$ cat config.mk
export PLATFORM = sky130hd
export DESIGN_NAME = pfde_ctrl
export DESIGN_NICKNAME = d
export VERILOG_FILES = /design/src/rtl/pfde_pkg.sv /design/src/rtl/pfde_ctrl.sv
export SDC_FILE = /design/constraint.sdc
export NUM_CORES = 1
export LEC_CHECK = 0
export BUFFER_PORTS_ARGS = -buffer_cell sky130_fd_sc_hd__buf_4
export CAP_MARGIN = 5
export CORE_AREA = 2 2 39 41
export DETAILED_ROUTE_END_ITERATION = 16
export DIE_AREA = 0 0 41 43
export PLACE_DENSITY_LB_ADDON = 0.05
export SLEW_MARGIN = 30
export SYNTH_ARGS = -nofsm -noshare
export SYNTH_HDL_FRONTEND = slang
export SYNTH_SLANG_ARGS = --single-unit
$ cat constraint.sdc
create_clock -name clk -period 1 [get_ports clk]
set_input_delay 0.1 -clock clk [delete_from_list [all_inputs] [get_ports clk]]
set_output_delay 0.1 -clock clk [all_outputs]
set_load 0.05 [all_outputs]
$ cat src/rtl/pfde_pkg.sv
`default_nettype none
package pfde_pkg;
	localparam int COLUMNS = 128;
	localparam int ROWS = 64;
	localparam int PAGES = (ROWS + 7) / 8;
	localparam int STORE_BYTES = COLUMNS * PAGES;
	localparam int AW = $clog2(STORE_BYTES);
	localparam int PW = $clog2(PAGES);
	localparam int CW = $clog2(COLUMNS);

	typedef enum logic [2:0] {
		OP_FILL  = 3'd0,
		OP_POINT = 3'd1,
		OP_LINE  = 3'd2,
		OP_PIC   = 3'd3,
		OP_READ  = 3'd4
	} op_t;

	typedef enum logic [3:0] {
		ST_CLEAR,
		ST_IDLE,
		ST_FILL,
		ST_DIV,
		ST_PLOT,
		ST_RD,
		ST_WR,
		ST_DONE
	} state_t;

	// Controller to datapath commands
	typedef struct packed {
		logic load;      // capture the beat
		logic fill_init; // start fill sweep
		logic fill_step; // write one fill byte, advance
		logic div_init;  // start DDA division
		logic div_step;  // one quotient bit
		logic pix_rd;    // address store for current pixel
		logic pix_wr;    // write modified byte, advance pixel
		logic finish;    // present result, update picture cursor
	} cmd_t;

	// Datapath to controller status
	typedef struct packed {
		logic fill_last;
		logic div_last;
		logic pix_last;
		logic line_empty;
	} sts_t;
endpackage
`default_nettype wire

$ cat src/rtl/pfde_ctrl.sv
`default_nettype none
module pfde_ctrl (
	input  wire             clk,
	input  wire             arst_n,
	input  wire             start,
	input  wire [2:0]       operation,
	input  pfde_pkg::sts_t  sts,
	output logic            busy,
	output pfde_pkg::cmd_t  cmd
);
	import pfde_pkg::*;

	state_t state_q, state_d;

	// Hold state; clear the store after reset
	always_ff @(posedge clk or negedge arst_n) begin
		if (!arst_n) state_q <= ST_CLEAR;
		else state_q <= state_d;
	end

	// Sequence each operation
	always_comb begin
		state_d = state_q;
		cmd = '0;
		busy = (state_q != ST_IDLE);
		case (state_q)
			ST_CLEAR: begin
				cmd.fill_step = 1'b1;
				if (sts.fill_last) state_d = ST_IDLE;
			end
			ST_IDLE: begin
				if (start) begin
					cmd.load = 1'b1;
					case (operation)
						OP_FILL: begin
							cmd.fill_init = 1'b1;
							state_d = ST_FILL;
						end
						OP_LINE: begin
							cmd.div_init = 1'b1;
							state_d = ST_DIV;
						end
						OP_POINT, OP_PIC, OP_READ: state_d = ST_RD;
						default: state_d = ST_DONE;
					endcase
				end
			end
			ST_FILL: begin
				cmd.fill_step = 1'b1;
				if (sts.fill_last) state_d = ST_DONE;
			end
			ST_DIV: begin
				if (sts.line_empty) state_d = ST_DONE;
				else begin
					cmd.div_step = 1'b1;
					if (sts.div_last) state_d = ST_RD;
				end
			end
			ST_RD: begin
				cmd.pix_rd = 1'b1;
				state_d = ST_WR;
			end
			ST_WR: begin
				cmd.pix_wr = 1'b1;
				state_d = sts.pix_last ? ST_DONE : ST_RD;
			end
			ST_DONE: begin
				cmd.finish = 1'b1;
				state_d = ST_IDLE;
			end
			default: state_d = ST_IDLE;
		endcase
	end

`ifndef SYNTH
	a_fill_stays: assert property (@(posedge clk) disable iff (!arst_n)
		(state_q == ST_FILL && !sts.fill_last) |=> state_q == ST_FILL)
		else $error("fill sweep left early");
	a_done_idle: assert property (@(posedge clk) disable iff (!arst_n)
		state_q == ST_DONE |=> state_q == ST_IDLE)
		else $error("done not followed by idle");
	a_wr_after_rd: assert property (@(posedge clk) disable iff (!arst_n)
		state_q == ST_RD |=> state_q == ST_WR)
		else $error("read not followed by write");
`endif
endmodule
`default_nettype wire

# After elaboration in Yosys (flattened, before gate mapping)
# Cells that the tools add are included.
# Widths: inputs -> output; s select.
# word_totals
inputBits,10
out_inout_bits,9
wordCells,41
reg_bits,4
# classes
mux,20
reduce_logical,5
n_eq_ne,15
# op_table
op,count
$pmux 4 s6,1
$mux 4,5
$eq 4x3->1 const B,3
$mux 1,10
$pmux 3 s3,1
$eq 4x2->1 const B,2
$eq 3x2->1 const B,2
$mux 2,3
$ne 2x2->1 const B,3
$eq 4x1->1 const B,1
$logic_not 4->1,1
$ne 4x1->1 const B,1
$reduce_and 4->1,1
$eq 3x1->1 const B,1
$eq 3x3->1 const B,1
$logic_not 3->1,1
$ne 3x3->1 const B,1
$reduce_or 3->1,1
$reduce_or 2->1,1

# Longest topological paths before layout
# logic_depth
ltp_word,5
mapped_depth,5
mapped_depth_nobuf,4

# Worst setup path after synthesis
# Ideal clock, no wire load.
# synth_timing
path_type,flip-flop to output port
startpoint,reg state_q[1]
endpoint,out cmd[4] (netlist name)
stages_incl_launch_ff,5
required_time_ps,900
setup_slack_ps,-958
path_buffers,0
arrival_time_ps,1858
path_cell_list,dfrtp_1 -> nor2b_2 -> and3_1 -> nand2_1 -> nor2_1
# synth_rtl
element,line,source
"start, declared",pfde_ctrl.sv:13,"state_t state_q, state_d;"
"start signal, assigned",pfde_ctrl.sv:18,else state_q <= state_d;
"end, declared",pfde_ctrl.sv:9,output pfde_pkg::cmd_t cmd

==> reports/results.env <==
NETLIST.AREA_LEADER.SHARE=0.2362
HOLD-WORST-SLACK_PS=143.0
IR_DROP_V=0.001596
NUM_PORTS=19
POST-LAYOUT-TOTAL-POWER_mW=2.904
SYNTH_AREA_LEADER='sky130_fd_sc_hd__dfrtp_1'
REG.LARGEST.LIST='state_q: 3 flops'
MULTI_INPUT_COMB_AREA_SQ_UM=310.3
CPLARGESTDELAYFAMILY='flip-flops'
DRIVE_ABOVE_1_SHARE=0.8148
KIND_OF_START_POINT_OF_THE_CRITICAL_PATH='flip-flop'
WIRE_LENGTH_OF_THE_FIRST_GLOBAL_ROUTING_PASS_UM=1932
STATUS='finished, violations left'
WORST_R2R_STARTPOINT='state_q[0]'
CLOCK_TREE_BUF_DEPTH=2
TOP_LAYER_USED='met4'
WORST-PATH-MAX-FANOUT=5
DETAIL_ROUTE.WIRELENGTH_UM=1376
TOTAL_GLOBAL_ROUTING_OVERFLOW=0
REGMOSTFLOPS='state_q'
CRITICAL_PATH.SLOWEST_CELL='sky130_fd_sc_hd__dfrtp_2'
YOSYSSEQAREASHARE=0.2362
CAP_VIOLATIONS=0
SYNTH.LIB_CELLS_USED.DISTINCT=25
SYN-NUM-NETS=49
FILLERINSTANCES=122
TOTAL_OF_FLIP_FLOPS_PLUS_LATCHES_AFTER_SYNTHESIS=3
CAPTURE_POINT_OF_THE_WORST_REG_TO_REG_PATH='state_q[1]'
LAYOUT_WORST_PATH_CYCLE_SHARE=1.396
CRITICAL_PATH_BUF_INV_COUNT=2
WL_PER_CELL_UM=14.19
HOLDPATHSTAGES=3
FINALSETUPVIOLATIONS=12
FINAL_PERIOD_MINUS_WORST_SETUP_SLACK_PS=1396
MET1_LENGTH_UM=480
START_UTIL=0.2297
WORST-R2R-SETUP-SLACK_PS=-250
CPPEAKSTAGEDELAY_PS=460
POSTLAYOUTSETUPSLACKWORST_PS=-395.7
SYN2LAYOUT_AREA_GROWTH_PCT=172.0
MET2_LENGTH_UM=794
POSTSYNTH.ASYNCRESETSHARE=1.000
WORST-SLEW-PIN-TRANSITION_PS=238.5
SETUP-TNS-FINAL_PS=-3745
CLKTRANSATPATHREGS_PS=40
FINCLKSKEW_PS=0.8652
CLOCK_SINKS=3
DR_WL_MET3_UM=95
P_LEAK_nW=0.4044
TIMING.HOLD.WORST.CLASS='in -> reg'
GRT_ANTENNA_BEFORE_REPAIR=0
GRT_PASS1_VIAS=447
WORSTSETUPENDPOINTTYPE='output pin'
DRTPASS1ITERATIONS=4
SYNTH-MAIN-FF-CELL='sky130_fd_sc_hd__dfrtp_1'
CLKLATENCYLATEPIN_PS=230
H-TREE-DEPTH=1
PWR_DENSITY_CELL_mW_PER_MM2=3359
MAX-SLEW-MARGIN-REL=0.8393
DETAILEDROUTE.FIRSTITERATIONVIOLATIONS=3
MAXCLOCKFREQUENCY_MHz=716.5
DESIGN.DIE.AREA_SQ_MM=0.001763
TIMING.HOLD.WORST.START='sts[3]'
WORST_SETUP_SP='state_q[2]'
VIA_COUNT=480
VIOLATIONS='setup timing'
RSZ0062_AT_GRT='yes'
CTS_INSERTED_BUFFERS=3
DIEWIDTH_UM=41
DIE_Y_UM=43
DRV_SLEW=0
CRIT_ARRIVAL_PS=1300
ROUTE.ANTENNA.REMAINING_NETS=0
NUMBER_OF_FLIP_FLOPS_IN_THE_LARGEST_REGISTER=3
CLOCK_TREE.ROOT_CELL='sky130_fd_sc_hd__clkbuf_4'
HPWLAFTERDP_UM=901.4
WORSTPATHCELLLIST='inv_6, and3_4, nand2_4, nor2_4, buf_6'
GRT_USE_TOTAL=0.1657
FINAL_HOLD_VIOL_COUNT=0
CRITPATHKIND='reg -> out'
PLACEMENT_ROWS=14
ANTENNADIODECOUNT=0
NETLIST_AREA_SQ_UM=317.8
SYNTH_EDF_COUNT=0
FINISH.NET_COUNT=92
WORST_HOLD_PATH.ENDPOINT='state_q[0]'
ROUTABILITYCONGESTION=0.7234
VIAS_PER_CELL=4.948
PLACEMENT.IO_BUFFERS=18
R2R.WORST_PATH.CELLS=6
FINAL-SEQ-AREA_SQ_UM=77.57
POST_SYNTH.CELL_AREA_AVG_SQ_UM=8.149
CORE-AREA_SQ_MM=0.001384
SYNTH.YOSYS.WARNINGS=0
POST_SYNTH_MAIN_AREA_CONTRIBUTORS='sky130_fd_sc_hd__dfrtp_1, sky130_fd_sc_hd__nor3b_2, sky130_fd_sc_hd__nor2_1'
MAXIMUM_NUMBER_OF_PINS_ON_ONE_NET_BEFORE_GLOBAL_ROUTE_REPAIR=11
WORST-ENDPOINT-REQUIRED_PS=900
SYN_INST=39
POST-ROUTE-DRC-COUNT=0
CTS_TREE='yes'
==> metal layers <==
| layer | track usage | vias up |
|---|---|---|
| met5 | 0 | - |
| met3 | 0.03141 | 2 |
| met2 | 0.2938 | 27 |
| met4 | 0.08000 | 0 |
| li1 | - | 222 |
| met1 | 0.1704 | 229 |
==> metrics by stage <==
step	cell area [sq um]	utilization	setup slack [ps]	std cells
after floorplan	369.1	-	-371.1	39
after global placement	575.6	0.4159	-190.4	80
after detailed placement	575.6	0.4159	-215.9	80
after CTS	729.5	0.5271	-391.2	89
after global routing	864.6	0.6248	-443.6	97
final	864.6	0.6248	-395.7	97
==> layout make-up <==
class / count / area share
clock buffers: 4 / 0.03039
multi-input cells: 31 / 0.3589
flip-flops and latches: 3 / 0.08973
well taps: 16 / 0.02315
repair buffers: 40 / 0.4790
inverters: 3 / 0.01881
==> report_power, final <==
group,switching (mW),internal (mW)
sequential,0.0970,0.191
clock,0.0684,0.150
combinational,1.12,1.28
total,1.28,1.62
==> timing repair <==
item,CTS,global route
pin swaps,6,6
hold buffers,1,0
resized for setup,24,15
buffers inserted,4,8
gates cloned,0,1
endpoints found under the setup margin,12,12
endpoints found under the hold margin,3,0
==> cell usage in the layout (no fill, tap or decap), types with 2 or more instances in the layout <==
cell and n:
sky130_fd_sc_hd__buf_4 19, sky130_fd_sc_hd__buf_6 13, sky130_fd_sc_hd__buf_8 6, sky130_fd_sc_hd__nor2_4 4, sky130_fd_sc_hd__clkbuf_4 3, sky130_fd_sc_hd__inv_1 2, sky130_fd_sc_hd__nor3_4 2, sky130_fd_sc_hd__nand2_4 2
sky130_fd_sc_hd__nor2_1 2, sky130_fd_sc_hd__and3_4 2, sky130_fd_sc_hd__o21ai_0 2, sky130_fd_sc_hd__nor3b_2 2, sky130_fd_sc_hd__dfrtp_2 2
==> how the worst max path moves through the flow <==
stage | slack (ps) | to | depth (start not counted)
global route | -440 | cmd[4] | 5
CTS | -390 | cmd[6] | 5
floorplan | -370 | cmd[4] | 4
detailed placement | -220 | cmd[4] | 5
finish | -400 | cmd[6] | 5
global placement | -190 | cmd[4] | 5
==> synthesized netlist by cell type, types with 2 or more instances <==
cell	number
sky130_fd_sc_hd__o21ai_0	2
sky130_fd_sc_hd__nand2_1	2
sky130_fd_sc_hd__a21oi_1	3
sky130_fd_sc_hd__nor3b_2	2
sky130_fd_sc_hd__nor2_1	5
sky130_fd_sc_hd__and3_1	2
sky130_fd_sc_hd__nor3_1	2
sky130_fd_sc_hd__inv_1	2
sky130_fd_sc_hd__dfrtp_1	3
==> kinds of logic (layout without fill, tap and decap cells) <==
logic type,Yosys count,after routing,share of synthesized area
buf+inv,5,47,0.09449
flops,3,3,0.2362
compound gates,11,11,0.2598
simple gates,20,20,0.4095
==> tightest hold or removal path, cell delays in order <==
cell	delay, ps
sky130_fd_sc_hd__buf_4	100
sky130_fd_sc_hd__nor3_4	40
sky130_fd_sc_hd__a21oi_2	90
No activity file was read; power rests on OpenSTA's default activity.
